==> config.mk <==
export PLATFORM = sky130hd
export DESIGN_NAME = fractional_baud_divisor_search
export DESIGN_NICKNAME = d
export VERILOG_FILES = /design/src/rtl/fbd_pkg.sv /design/src/rtl/fbd_divider.sv /design/src/rtl/fractional_baud_divisor_search.sv
export SDC_FILE = /design/constraint.sdc
export NUM_CORES = 1
export LEC_CHECK = 0
export BUFFER_PORTS_ARGS = -buffer_cell sky130_fd_sc_hd__buf_2
export CORE_MARGIN = 4
export CORE_UTILIZATION = 58
export CTS_CLUSTER_SIZE = 25
export DETAILED_ROUTE_END_ITERATION = 12
export PLACE_DENSITY = 0.75
export RECOVER_POWER = 100
export REMOVE_ABC_BUFFERS = 1
export SLEW_MARGIN = 20
export SYNTH_ARGS = -nofsm -noshare
export SYNTH_HDL_FRONTEND = slang
export SYNTH_HIERARCHICAL = 1
export SYNTH_SLANG_ARGS = --single-unit
==> constraint.sdc <==
create_clock -name clock -period 11.3 [get_ports clock]
set_clock_uncertainty 0.15 [all_clocks]
set_input_delay 2.26 -clock clock [delete_from_list [all_inputs] [get_ports clock]]
set_output_delay 2.26 -clock clock [all_outputs]
set_load 0.005 [all_outputs]
==> src/rtl/fbd_pkg.sv <==
// ----------------------------------------------------------------------------
// fbd_pkg
// Shared types and constants for the fractional baud divisor search.
// ----------------------------------------------------------------------------
package fbd_pkg;

   localparam int unsigned PCLK_W      = 27;
   localparam int unsigned BAUD_W      = 23;
   localparam int unsigned DIV_W       = 16;
   localparam int unsigned MUL_W       = 4;
   localparam int unsigned WORD_W      = 32;
   localparam int unsigned MUL_LIMIT_D = 15;
   localparam logic [PCLK_W-1:0] PCLK_RESET = 27'd48000000;

   typedef enum logic [3:0] {
      ST_IDLE,
      ST_PLAIN,
      ST_PLAIN_WAIT,
      ST_TRIAL,
      ST_DEN,
      ST_DLV,
      ST_DLV_WAIT,
      ST_BDEN,
      ST_BCK,
      ST_BCK_WAIT,
      ST_EVAL,
      ST_NEXT,
      ST_DONE
   } state_type;

   typedef struct packed {
      logic                start;
      logic [WORD_W-1:0]   dividend;
      logic [WORD_W-1:0]   divisor;
   } div_req_type;

   typedef struct packed {
      logic                done;
      logic [WORD_W-1:0]   quotient;
      logic [WORD_W-1:0]   remainder;
   } div_rsp_type;

endpackage

==> src/rtl/fbd_divider.sv <==
// ----------------------------------------------------------------------------
// fbd_divider
// 32-bit unsigned restoring divider, one quotient bit per cycle.
// Division by zero yields all-ones quotient and the dividend as remainder.
// ----------------------------------------------------------------------------
module fbd_divider
   import fbd_pkg::*;
(
   input  logic        clock,
   input  logic        reset,
   input  div_req_type div_req,
   output div_rsp_type div_rsp
);

   localparam int unsigned CNT_W = $clog2(WORD_W + 1);

   logic [WORD_W-1:0] quo_ff, quo_in;
   logic [WORD_W-1:0] rem_ff, rem_in;
   logic [WORD_W-1:0] dsr_ff, dsr_in;
   logic [CNT_W-1:0]  cnt_ff, cnt_in;
   logic              busy_ff, busy_in;
   logic              done_ff, done_in;
   logic [WORD_W:0]   trial;
   logic [WORD_W:0]   shifted;

   always_comb begin
      quo_in  = quo_ff;
      rem_in  = rem_ff;
      dsr_in  = dsr_ff;
      cnt_in  = cnt_ff;
      busy_in = busy_ff;
      done_in = 1'b0;
      shifted = {rem_ff, quo_ff[WORD_W-1]};
      trial   = shifted - {1'b0, dsr_ff};
      if (div_req.start) begin
         quo_in  = div_req.dividend;
         rem_in  = '0;
         dsr_in  = div_req.divisor;
         cnt_in  = CNT_W'(WORD_W);
         busy_in = 1'b1;
      end else if (busy_ff) begin
         if (!trial[WORD_W]) begin
            rem_in = trial[WORD_W-1:0];
            quo_in = {quo_ff[WORD_W-2:0], 1'b1};
         end else begin
            rem_in = shifted[WORD_W-1:0];
            quo_in = {quo_ff[WORD_W-2:0], 1'b0};
         end
         cnt_in = cnt_ff - 1'b1;
         if (cnt_ff == CNT_W'(1)) begin
            busy_in = 1'b0;
            done_in = 1'b1;
         end
      end
   end

   always_ff @(posedge clock) begin
      if (reset) begin
         busy_ff <= 1'b0;
         done_ff <= 1'b0;
         cnt_ff  <= '0;
      end else begin
         busy_ff <= busy_in;
         done_ff <= done_in;
         cnt_ff  <= cnt_in;
      end
      quo_ff <= quo_in;
      rem_ff <= rem_in;
      dsr_ff <= dsr_in;
   end

   assign div_rsp.done      = done_ff;
   assign div_rsp.quotient  = quo_ff;
   assign div_rsp.remainder = rem_ff;

endmodule

==> src/rtl/fractional_baud_divisor_search.sv <==
// Runs a plain divide first, then up to 120 trials of mul/add values when it is not exact.
// The shared one-bit-per-cycle 32-bit divider serves every divide (two divides per trial).
// An exact plain quotient answers without any trials.
// One item at a time; req_ready is low from acceptance until the result is taken.
// Synchronous active-high reset idles the sequencer and loads pclk_hz with 48000000.
// ----------------------------------------------------------------------------
// fractional_baud_divisor_search
// Searches divisor, mul and add values for a wanted baud rate.
// ----------------------------------------------------------------------------
module fractional_baud_divisor_search
   import fbd_pkg::*;
#(
   parameter int unsigned MUL_LIMIT = MUL_LIMIT_D
)(
   input  logic              clock,
   input  logic              reset,
   input  logic              req_valid,
   output logic              req_ready,
   input  logic [BAUD_W-1:0] req_baud_rate,
   output logic              rsp_valid,
   input  logic              rsp_ready,
   output logic [DIV_W-1:0]  rsp_divisor,
   output logic [MUL_W-1:0]  rsp_mul_val,
   output logic [MUL_W-1:0]  rsp_div_add_val,
   input  logic              csr_write,
   input  logic [PCLK_W-1:0] csr_pclk_hz
);

   state_type         state_ff, state_in;
   logic [PCLK_W-1:0] pclk_ff;
   logic [BAUD_W-1:0] baud_ff, baud_in;
   logic [MUL_W-1:0]  m_ff, m_in, a_ff, a_in;
   logic [WORD_W-1:0] num_ff, num_in;
   logic [WORD_W-1:0] den_ff, den_in;
   logic [DIV_W-1:0]  dlv_ff, dlv_in;
   logic [WORD_W-1:0] err_min_ff, err_min_in;
   logic [DIV_W-1:0]  bdiv_ff, bdiv_in;
   logic [MUL_W-1:0]  bmul_ff, bmul_in, badd_ff, badd_in;
   logic              done_ff, done_in;
   div_req_type       div_req;
   div_rsp_type       div_rsp;

   logic [WORD_W-1:0] mp, am, bq, err, dlv_w;
   logic [MUL_W:0]    am_n;

   fbd_divider u_div (
      .clock  (clock),
      .reset  (reset),
      .div_req(div_req),
      .div_rsp(div_rsp)
   );

   always_comb begin
      mp   = WORD_W'(m_ff) * WORD_W'(pclk_ff);
      am_n = {1'b0, a_ff} + {1'b0, m_ff};
      am   = WORD_W'(am_n);
      bq   = (div_rsp.quotient + 32'd1) >> 1;
      err  = (bq >= WORD_W'(baud_ff)) ? bq - WORD_W'(baud_ff) : WORD_W'(baud_ff) - bq;
   end

   always_comb begin
      state_in    = state_ff;
      baud_in     = baud_ff;
      m_in        = m_ff;
      a_in        = a_ff;
      num_in      = num_ff;
      den_in      = den_ff;
      dlv_in      = dlv_ff;
      err_min_in  = err_min_ff;
      bdiv_in     = bdiv_ff;
      bmul_in     = bmul_ff;
      badd_in     = badd_ff;
      done_in     = done_ff;
      div_req     = '0;
      dlv_w       = '0;
      case (state_ff)
         ST_IDLE: begin
            if (req_valid) begin
               baud_in  = req_baud_rate;
               bdiv_in  = '0;
               bmul_in  = MUL_W'(1);
               badd_in  = '0;
               state_in = (req_baud_rate == '0) ? ST_DONE : ST_PLAIN;
            end
         end
         ST_PLAIN: begin
            div_req.start    = 1'b1;
            div_req.dividend = WORD_W'(pclk_ff);
            div_req.divisor  = WORD_W'({baud_ff, 4'b0});
            state_in         = ST_PLAIN_WAIT;
         end
         ST_PLAIN_WAIT: begin
            if (div_rsp.done) begin
               bdiv_in = div_rsp.quotient[DIV_W-1:0];
               if (div_rsp.remainder == '0) begin
                  state_in = ST_DONE;
               end else begin
                  err_min_in  = WORD_W'(baud_ff);
                  m_in        = MUL_W'(1);
                  a_in        = '0;
                  done_in     = 1'b0;
                  state_in    = ST_TRIAL;
               end
            end
         end
         ST_TRIAL: begin
            num_in   = mp[WORD_W-2] ? (mp << 1) : (mp << 2);
            state_in = ST_DEN;
         end
         ST_DEN: begin
            den_in   = WORD_W'(baud_ff) * am;
            state_in = ST_DLV;
         end
         ST_DLV: begin
            div_req.start    = 1'b1;
            div_req.dividend = num_ff;
            div_req.divisor  = den_ff;
            state_in         = ST_DLV_WAIT;
         end
         ST_DLV_WAIT: begin
            if (div_rsp.done) begin
               if (mp[WORD_W-2]) dlv_w = ((div_rsp.quotient >> 4) + 32'd1) >> 1;
               else              dlv_w = ((div_rsp.quotient >> 5) + 32'd1) >> 1;
               dlv_in = dlv_w[DIV_W-1:0];
               if (dlv_w[DIV_W-1:0] == '0) dlv_in = DIV_W'(1);
               if (a_ff != '0 && dlv_w[DIV_W-1:0] < DIV_W'(2)) dlv_in = DIV_W'(2);
               state_in = ST_BDEN;
            end
         end
         ST_BDEN: begin
            den_in   = (WORD_W'(dlv_ff) * am) << 3;
            state_in = ST_BCK;
         end
         ST_BCK: begin
            div_req.start    = 1'b1;
            div_req.dividend = mp;
            div_req.divisor  = den_ff;
            state_in         = ST_BCK_WAIT;
         end
         ST_BCK_WAIT: begin
            if (div_rsp.done) state_in = ST_EVAL;
         end
         ST_EVAL: begin
            if (err < err_min_ff) begin
               err_min_in  = err;
               bdiv_in     = dlv_ff;
               bmul_in     = m_ff;
               badd_in     = a_ff;
               if (err == '0) done_in = 1'b1;
            end
            state_in = ST_NEXT;
         end
         ST_NEXT: begin
            if (done_ff) begin
               state_in = ST_DONE;
            end else if (MUL_W'(a_ff + 1'b1) < m_ff) begin
               a_in     = MUL_W'(a_ff + 1'b1);
               state_in = ST_TRIAL;
            end else if (m_ff < MUL_W'(MUL_LIMIT)) begin
               m_in     = MUL_W'(m_ff + 1'b1);
               a_in     = '0;
               state_in = ST_TRIAL;
            end else begin
               state_in = ST_DONE;
            end
         end
         ST_DONE: begin
            if (rsp_ready) state_in = ST_IDLE;
         end
         default: state_in = ST_IDLE;
      endcase
   end

   always_ff @(posedge clock) begin
      if (reset) begin
         state_ff <= ST_IDLE;
         pclk_ff  <= PCLK_RESET;
      end else begin
         state_ff <= state_in;
         if (csr_write) pclk_ff <= csr_pclk_hz;
      end
      baud_ff     <= baud_in;
      m_ff        <= m_in;
      a_ff        <= a_in;
      num_ff      <= num_in;
      den_ff      <= den_in;
      dlv_ff      <= dlv_in;
      err_min_ff  <= err_min_in;
      bdiv_ff     <= bdiv_in;
      bmul_ff     <= bmul_in;
      badd_ff     <= badd_in;
      done_ff     <= done_in;
   end

   assign req_ready       = (state_ff == ST_IDLE);
   assign rsp_valid       = (state_ff == ST_DONE);
   assign rsp_divisor     = bdiv_ff;
   assign rsp_mul_val     = bmul_ff;
   assign rsp_div_add_val = badd_ff;

endmodule

# Yosys cells after proc, flatten, opt, wreduce, memory -nomap -nowiden
# Index checks and enable logic that the tools add are counted.
[totals]
reg_bits = 303
out_inout_bits = 26
[classes]
add_sub_neg = 10
n_mul = 3
order_cmp = 5
eq_ne = 25
muxes = 60
bitwise_logic = 1
n_reduce_logical = 25
[ops]
columns = ["operator", "n"]
rows = [
  ["two-way mux 32 bit", 7],
  ["case mux 65 bit (3 select lines)", 1],
  ["case mux 32 bit (2 select lines)", 2],
  ["two-way mux 16 bit", 6],
  ["two-way mux 4 bit", 24],
  ["zero test 32 bit", 2],
  ["case mux 4 bit (13 select lines)", 1],
  ["case mux 16 bit (3 select lines)", 1],
  ["adder 17 x 1 -> 17 bit (second input constant)", 2],
  ["subtractor 33 x 32 -> 33 bit", 1],
  ["adder 32 x 1 -> 32 bit (second input constant)", 1],
  ["less-than comparator 32 bit", 1],
  ["case mux 4 bit (2 select lines)", 4],
  ["subtractor 23 x 31 -> 32 bit", 1],
  ["subtractor 31 x 23 -> 32 bit", 1],
  ["greater-or-equal comparator 31 x 23 -> 1 bit", 1],
  ["multiplier 4 x 27 -> 31 bit", 1],
  ["two-way mux 31 bit", 1],
  ["multiplier 23 x 5 -> 28 bit", 1],
  ["zero test 23 bit", 1],
  ["multiplier 16 x 5 -> 21 bit", 1],
  ["== test 4 bit (second input constant)", 5],
  ["== test 4 x 3 -> 1 bit (second input constant)", 4],
  ["zero test 16 bit", 1],
  ["29 further kinds", 58],
]

# Depth between registers and ports, before layout
# Gate-level depths: netlist of the first run.
[depth]
word_depth = 7
ltp_mapped = 35

# Modules after synthesis
# The synthesis of the first run kept the hierarchy.
[by_module_without_submodules]
columns = ["mod", "n_inst", "cells_per_inst", "area_per_inst_um2", "seq_area_each_um2"]
rows = [
  ["fractional_baud_divisor_search", 1, 2600, 22635.5, 5515.3],
  ["fbd_divider", 1, 585, 6085.8, 2722.6],
]

# Worst setup path before layout of the first run
# OpenSTA, ideal clock, no wires.
[synth_timing]
path_kind = "register to register"
from = "register u_div.quo_ff[3]"
to = "register done_ff (netlist name)"
arrival_time_ns = 8.300
slack_ns = 2.536
path_stages_with_launch = 34
n_path_buf = 5
cell_sequence = "edfxtp_1 clkbuf_1 and3_1 clkbuf_1 nand4_1 nor2_1 xor2_1 ha_1 clkbuf_1 and2_1 nand3_1 nor2_1 a211oi_1 o31ai_1 a2bb2oi_1 nand3_2 buf_2 buf_2 a21oi_1 mux2i_1 ha_1 a21o_1 a21o_1 a21o_1 a21o_1 a21o_1 a21o_1 a21oi_1 o31ai_1 o21ai_0 nand4_1 nor4_1 nand4_1 o31ai_2"
[synth_lines]
columns = ["element", "line", "rtl"]
rows = [
  ["start, declared", "fbd_divider.sv:17", "logic [WORD_W-1:0] quo_ff, quo_in;"],
  ["start signal, assigned", "fbd_divider.sv:67", "quo_ff <= quo_in;"],
]

# Worst setup path in the final report of the first run
[layout_timing]
from = "register u_div.quo_ff[6]"
to = "register bdiv_ff[13] (netlist: rsp_divisor[13]), enable pin"
[layout_between]
elab_chain_cells = 6
elab_cells_between_ends = 8
classes_between = "3 x add/sub; 2 x order compare; 1 x eq/ne; 1 x mux; 1 x reduce/logical"
[layout_rtl]
columns = ["element", "line", "rtl"]
rows = [
  ["adder 32 x 1 -> 32 bit *", "fractional_baud_divisor_search.sv:57", "bq = (div_rsp.quotient + 32'd1) >> 1;"],
  ["subtractor 23 x 31 -> 32 bit (tied with other cells)", "fractional_baud_divisor_search.sv:58", "err = (bq >= WORD_W'(baud_ff)) ? bq - WORD_W'(baud_ff) : WORD_W'(baud_ff) - bq;"],
  ["two-way mux 32 bit *", "fractional_baud_divisor_search.sv:58", ""],
  ["less-than comparator 32 bit *", "fractional_baud_divisor_search.sv:144", "if (err < err_min_ff) begin"],
  ["!= test 2 bit (no line) *", "n/a", ""],
  ["AND reduction 4 bit (no line) *", "n/a", ""],
  ["end signal, assigned", "fractional_baud_divisor_search.sv:189", "bdiv_ff <= bdiv_in;"],
  ["end, declared", "fractional_baud_divisor_search.sv:37", "logic [DIV_W-1:0] bdiv_ff, bdiv_in;"],
]
# Mark *: on every way between the ends. The rest lies on a longest branch, timed or not.
# A chain may end at the register's enable or synchronous reset.

==> results of run 1 <==
==> power by group <==
group	switching, W	total, W	leakage, nW	internal [W]
combinational	0.00373	0.00630	10.6	0.00257
clock	0.000489	0.00120	0.602	0.000716
sequential	0.000397	0.00210	2.67	0.00170
total	0.00462	0.00961	13.9	0.00499
==> final timing paths <==
path / startpoint / end / slack [ns] / cells past startpoint
max reg2reg: u_div/quo_ff[6] / rsp_divisor[13] / 1.64 / 27
min: u_div/cnt_ff[0] / u_div/cnt_ff[0] / 0.34 / 2
min reg2reg: u_div/cnt_ff[0] / u_div/cnt_ff[0] / 0.34 / 2
max: u_div/quo_ff[6] / rsp_divisor[13] / 1.64 / 27
==> area by class of cell <==
type,count,area (µm²)
clock inverter,10,76.32
clock buffer,58,1139
sequential,298,8239
fill,4195,18390
multi-input combinational,2373,18350
tap,664,830.8
timing repair buffer,115,568.0
inverter,361,1355
==> stage by stage <==
step,cells,setup slack (ns)
6_report,3879,1.640
5_1_grt,3879,1.204
4_1_cts,3879,2.789
3_5_place_dp,3811,2.852
3_3_place_gp,3811,2.923
2_1_floorplan,3032,2.257
==> logic make-up after synthesis <==
| group | Yosys count |
|---|---|
| AO/OA/AOI/OAI | 685 |
| adder cells (fa/ha/maj) | 382 |
| AND/OR/NAND/NOR | 1013 |
| flip-flops | 298 |
| XOR/XNOR | 171 |
| other | 1 |
| multiplexers | 118 |
| buffers and inverters | 517 |
==> flip-flops by register name (all words and copies together) (netlist names), 6 cells and up <==
register	count
baud_ff	23
err_min_ff	32
u_div/rem_ff	32
u_div/cnt_ff	6
rsp_divisor	16
num_ff	31
pclk_ff	27
den_ff	28
u_div/quo_ff	32
dlv_ff	16
u_div/dsr_ff	32
==> placed cells by master (no fill, tap or decap), drive strengths merged, types with 11 or more instances in the layout <==
cell type and n:
a211o 11, o211ai 13, and2 192, xnor2 108
nand4 27, nand3 60, a22o 44, fa 159
a21o 84, o21a 25, nor3 55, nand2b 27
ha 223, buf 63, a211oi 42, nor2b 32
nor2 219, xor2 63, o21ai 145, and3 30
dfxtp 71, edfxtp 227, inv 361, nand2 307
o21bai 16, clkbuf 110, nor4 19, o31ai 21
a21oi 166, a22oi 26, mux2i 80, a31oi 17
mux2 38
==> worst max-delay path, cell delays in order (launching register included) <==
cell and delay, ns:
edfxtp_1 0.89, and4_1 0.55, nand3_1 0.34, nor2_1 0.30, nand2_1 0.11, xnor2_1 0.39
ha_1 0.40, and2_0 0.21, nand3_1 0.18, nor2_1 0.08, a211oi_1 0.26, o31ai_1 0.21
a2bb2oi_1 0.47, nand3_1 0.93, a211oi_1 0.54, a21oi_1 0.10, xnor2_1 0.43, inv_1 0.09
ha_1 0.31, a21o_1 0.17, a21o_1 0.18, a21o_1 0.17, a21oi_1 0.13, o21ai_0 0.09
a21oi_1 0.17, o31ai_1 0.17, a21oi_2 0.16, clkbuf_1 1.02
==> routing by layer <==
layer | up-vias | track usage (%) | share of wire, %
met5 | - | 0 | 0
li1 | 10978 | - | -
met1 | 11430 | 37.81 | 39
met4 | 0 | 12.65 | 5.0
met3 | 206 | 4.109 | 6.0
met2 | 816 | 54.78 | 50
==> summary.md, run 1 <==
| Metric | Value |
|---|---|
| Top cells by area, synth | `edfxtp_1 (24%), fa_1 (11%), ha_1 (9.7%)` |
| Cells after Synth | `3185` |
| Post-synth top area share | `23.73%` |
| Mux share of post-synthesis cell area | `4.291%` |
| Yosys reg bits | `298` |
| Vias/cell | `6.040` |
| CTS tree | `built` |
| DR WL/cell | `21.26 µm` |
| DR iter-0 viols | `1953` |
| Register area share after synthesis | `28.68%` |
| Total Routing Usage GR | `30.81%` |
| Power Total | `0.009607 W` |
| Crit path DAT | `9.66 ns` |
| Hold buffers post-CTS | `0` |
| Final Cell Area | `30560 µm²` |
| Post-Synth Simple-Gate Area | `17.46%` |
| Post-DP Area | `29570 µm²` |
| Initial antenna violation count | `3` |
| Synth-to-Final Area Change | `6.399%` |
| Setup Viol. Count Final | `0` |
| Final Hold Violating Endpoints | `0` |
| Clock-pin slew of the registers on the worst-case setup and hold paths | `0.06 ns` |
| Req. time, crit path | `11.30 ns` |
| Worst hold slack | `0.3395 ns` |
| Total grt overflow | `0` |
| Router iterations before antenna repair | `7` |
| Syn Area/Cell | `9.018 µm²` |
| Outcome | `complete, but fails checks` |
| CTS Buf Count | `38` |
| Slew @ Worst Pin | `3.569 ns` |
| Max Fclk | `0.1035 GHz` |
| Maxcap violations | `10` |
| ANT nets after route | `0` |
| Setup Buffers After CTS | `0` |
| Ys Warns | `6` |
| Final net count | `3624` |
| DIE WIDTH | `230.5 µm` |
| Post-synthesis adder-cell area fraction | `20.80%` |
| Mapped Area | `28720 µm²` |
| Largest family of logic cells by synthesized area | `adder cells` |
| Post-Synth XOR/XNOR Area | `5.280%` |
| Pwr Density | `314.4 nW/µm²` |
| DRC Markers | `0` |
| Global-route wire length before repair | `130400 µm` |
| Detailed Place HPWL | `63560 µm` |
| Placer Congestion | `0.9756` |
| CP Launch Type | `flip-flop` |
| Vias in the first global route | `23578` |
| Worst Hold Class | `reg2reg` |
| # IOs | `81` |
| Port bufs | `80` |
| Core area | `48950 µm²` |
| Die height | `230.5 µm` |
| Final-report max-slew violation count | `383` |
| Violated checks | `max-capacitance violations, max-slew violations` |
| Largest net degree at the start of global routing | `63` |
| Post-synth EDFFs | `227` |
| Clock sinks | `298` |
| Clock latency on the worst-skew pair | `0.57 ns` |
| CTS H-tree depth | `2` |
| CP Capture Type | `flip-flop` |
| VDD IR-drop max | `0.0001987 V` |
| Post-CTS sizing | `0` |
| Clock buffer depth | `3` |
| Critical path class | `reg2reg` |
| Count leader, synth | `inv_1` |
| Clock Tree Root | `clkbuf_16` |
| Top FF cell, synth | `edfxtp_1` |
| Share of layout cells above drive strength 1 | `5.910%` |
| Tmin final | `9.660 ns` |
| LEAKAGE | `13.85 nW` |
| Final WL | `82450 µm` |
| Setup TNS | `0 ns` |
| Fin util | `62.43%` |
| Ys async rst share | `0%` |
| Unrepaired setup endpoints after global routing | `false` |
| Cell taking the most area after synthesis | `edfxtp_1` |
| Routed via count | `23430` |
| Slew margin rel. | `-137.9%` |
| Initial Util | `58.67%` |
| Diodes inserted | `0` |
| Commonest cells in the netlist | `inv_1 (360), nand2_1 (306), edfxtp_1 (227)` |
| Period utilization | `85.49%` |
| Post-synthesis compound-gate area fraction | `16.28%` |
| Yosys cell types | `102` |
| Site Rows | `81` |
| Crit path max fanout | `23` |
| Die area | `53140 µm²` |
Power figures use the tool's default switching activity.
==> inputs of run 2 (changes only) <==
CTS_BUF_LIST = sky130_fd_sc_hd__clkbuf_8   (was unset)
==> summary.md, run 2 (same netlist as run 1, synthesis figures left out) <==
| Metric | Value |
|---|---|
| Unrepaired setup endpoints after global routing | `false (unchanged)` |
| Most frequent cells in the layout | `inv_1 (372), nand2_1 (306), edfxtp_1 (227) (was inv_1 (360), nand2_1 (306), edfxtp_1 (227))` |
| Die height | `230.5 µm (unchanged)` |
| Worst Hold Class | `reg2reg (unchanged)` |
| LEAKAGE | `13.94 nW (was 13.85 nW)` |
| Max Fclk | `0.1035 GHz (about the same)` |
| Final-report max-slew violation count | `383 (unchanged)` |
| Period utilization | `85.51% (was 85.49%)` |
| Port bufs | `80 (unchanged)` |
| DR iter-0 viols | `1817 (was 1953)` |
| Setup Buffers After CTS | `0 (unchanged)` |
| # IOs | `81 (unchanged)` |
| CTS H-tree depth | `2 (unchanged)` |
| Placer Congestion | `0.9756 (unchanged)` |
| GRT busiest layer | `met2 (unchanged)` |
| Largest net degree at the start of global routing | `63 (unchanged)` |
| Synth-to-Final Area Change | `6.552% (was 6.399%)` |
| DRC Markers | `0 (unchanged)` |
| Hold path startpoint | `u_div/cnt_ff[1] (was u_div/cnt_ff[0])` |
| Slew margin rel. | `-136.6% (was -137.9%)` |
| Setup TNS | `0 ns (unchanged)` |
| Worst hold slack | `0.3559 ns (was 0.3395 ns)` |
| Pwr Density | `313.3 nW/µm² (was 314.4 nW/µm²)` |
| CP Launch Type | `flip-flop (unchanged)` |
| Slew @ Worst Pin | `3.549 ns (was 3.569 ns)` |
| Critical path class | `reg2reg (unchanged)` |
| CTS tree | `built (unchanged)` |
| Clock latency on the worst-skew pair | `0.67 ns (was 0.57 ns)` |
| Share of layout cells above drive strength 1 | `6.730% (was 5.910%)` |
| Crit path launch | `u_div/quo_ff[6] (unchanged)` |
| Site Rows | `81 (unchanged)` |
| Met2 usage | `54.42% (was 54.78%)` |
| Met1 Track Usage GR | `37.65% (was 37.81%)` |
| Router iterations before antenna repair | `5 (was 7)` |
| Initial Util | `58.67% (unchanged)` |
| Final net count | `3643 (was 3624)` |
| ANT nets after route | `0 (unchanged)` |
| DR WL/cell | `21.13 µm (was 21.26 µm)` |
| Core area | `48950 µm² (unchanged)` |
| Global-route wire length before repair | `130600 µm (was 130400 µm)` |
| Total Routing Usage GR | `30.90% (was 30.81%)` |
| Vias/cell | `6.006 (was 6.040)` |
| Detailed Place HPWL | `63560 µm (unchanged)` |
| Outcome | `complete, but fails checks (unchanged)` |
| Maxcap violations | `10 (unchanged)` |
| CTS Buf Count | `57 (was 38)` |
| Commonest non-fill, non-tap cell in the layout | `inv_1 (unchanged)` |
| Violated checks | `max-capacitance violations, max-slew violations (unchanged)` |
| Clock buffer depth | `3 (unchanged)` |
| R2r startpoint | `u_div/quo_ff[6] (unchanged)` |
| Clock-pin slew of the registers on the worst-case setup and hold paths | `0.06 ns (about the same)` |
| Crit path max fanout | `23 (unchanged)` |
| DIE WIDTH | `230.5 µm (unchanged)` |
| Req. time, crit path | `11.40 ns (was 11.30 ns)` |
| Clock sinks | `298 (unchanged)` |
| CP Capture Type | `flip-flop (unchanged)` |
| Post-CTS sizing | `0 (unchanged)` |
| Initial antenna violation count | `3 (unchanged)` |
| Die area | `53140 µm² (unchanged)` |
| Final Hold Violating Endpoints | `0 (unchanged)` |
| Final WL | `82800 µm (was 82450 µm)` |
| Clock Tree Root | `clkbuf_8 (was clkbuf_16)` |
| Crit path DAT | `9.76 ns (was 9.66 ns)` |
| Vias in the first global route | `23766 (was 23578)` |
| VDD IR-drop max | `0.0001831 V (was 0.0001987 V)` |
| Global Route met3 Usage | `4.060% (was 4.109%)` |
| Setup Viol. Count Final | `0 (unchanged)` |
| # fillers | `4215 (was 4195)` |
| Total grt overflow | `0 (unchanged)` |
| Routed via count | `23537 (was 23430)` |
| Tmin final | `9.662 ns (was 9.660 ns)` |
| Hold buffers post-CTS | `0 (unchanged)` |
==> run 2: cell types whose count changed in the layout (fill, tap and decap cells not counted), sizes merged <==
cell,before,now
bufinv,1,7
inv,361,372
diode,0,1
clkinvlp,0,2
buf,63,62
clkinv,9,22
clkbuf,110,118
==> run 2: layout make-up <==
class | count | area, µm² | share of cell area (%)
sequential | 298 | 8239 | 26.92
timing repair buffer | 115 | 566.8 | 1.852
antenna | 1 | 2.502 | 0.008177
clock inverter | 42 | 362.8 | 1.186
multi-input combinational | 2373 | 18350 | 59.97
inverter | 361 | 1355 | 4.428
clock buffer | 65 | 894.6 | 2.923
tap | 664 | 830.8 | 2.715
==> run 2: worst max-delay path, cell delays in order (launching register included) <==
cell and delay, ns:
edfxtp_1 0.91, and4_1 0.56, nand3_1 0.35, nor2_1 0.32
nand2_1 0.11, xnor2_1 0.37, ha_1 0.40, and2_0 0.21
nand3_1 0.18, nor2_1 0.08, a211oi_1 0.26, o31ai_1 0.21
a2bb2oi_1 0.45, nand3_1 0.93, mux2i_1 0.45, xor2_1 0.44
ha_1 0.34, a21o_1 0.16, a21o_1 0.16, a21o_1 0.17
a21o_1 0.17, a21oi_1 0.14, o211ai_1 0.11, a21oi_1 0.22
o31ai_1 0.18, a21oi_2 0.16, clkbuf_1 1.05
==> run 2: per-layer routing <==
metal	wire, µm	up-vias	share of wire (%)
met3	4693	201	5.7
met2	40940	806	49
li1	-	11038	-
met1	32830	11492	40
met5	0	-	0
met4	4340	0	5.2
==> run 2: path summary, 6_finish.rpt <==
check	slack, ns	end	depth (start not counted)
worst max-delay path	1.64	rsp_divisor[9]	26
worst min register to register	0.36	u_div/cnt_ff[1]	2
worst max register to register	1.64	rsp_divisor[9]	26
worst min-delay path	0.36	u_div/cnt_ff[1]	2
==> run 2: power by group <==
part / internal (W) / total (W) / switching [W]
clock network: 0.000685 / 0.00119 / 0.000509
logic: 0.00257 / 0.00629 / 0.00372
registers: 0.00170 / 0.00210 / 0.000399
total: 0.00496 / 0.00959 / 0.00463
==> run 2: per-stage QoR <==
stage | cell area (µm²) | instances | power (W) | setup slack, ns | utilization (%)
global route | 30600 | 3919 | 0.01036 | 1.191 | 62.52
global placement | 29570 | 3811 | 0.008154 | 2.923 | 60.41
CTS | 30830 | 3918 | 0.009543 | 2.796 | 62.98
finish | 30600 | 3919 | 0.009588 | 1.638 | 62.52
floorplan | 28020 | 3032 | 0.006637 | 2.257 | -
detailed placement | 29570 | 3811 | 0.008293 | 2.852 | 60.41
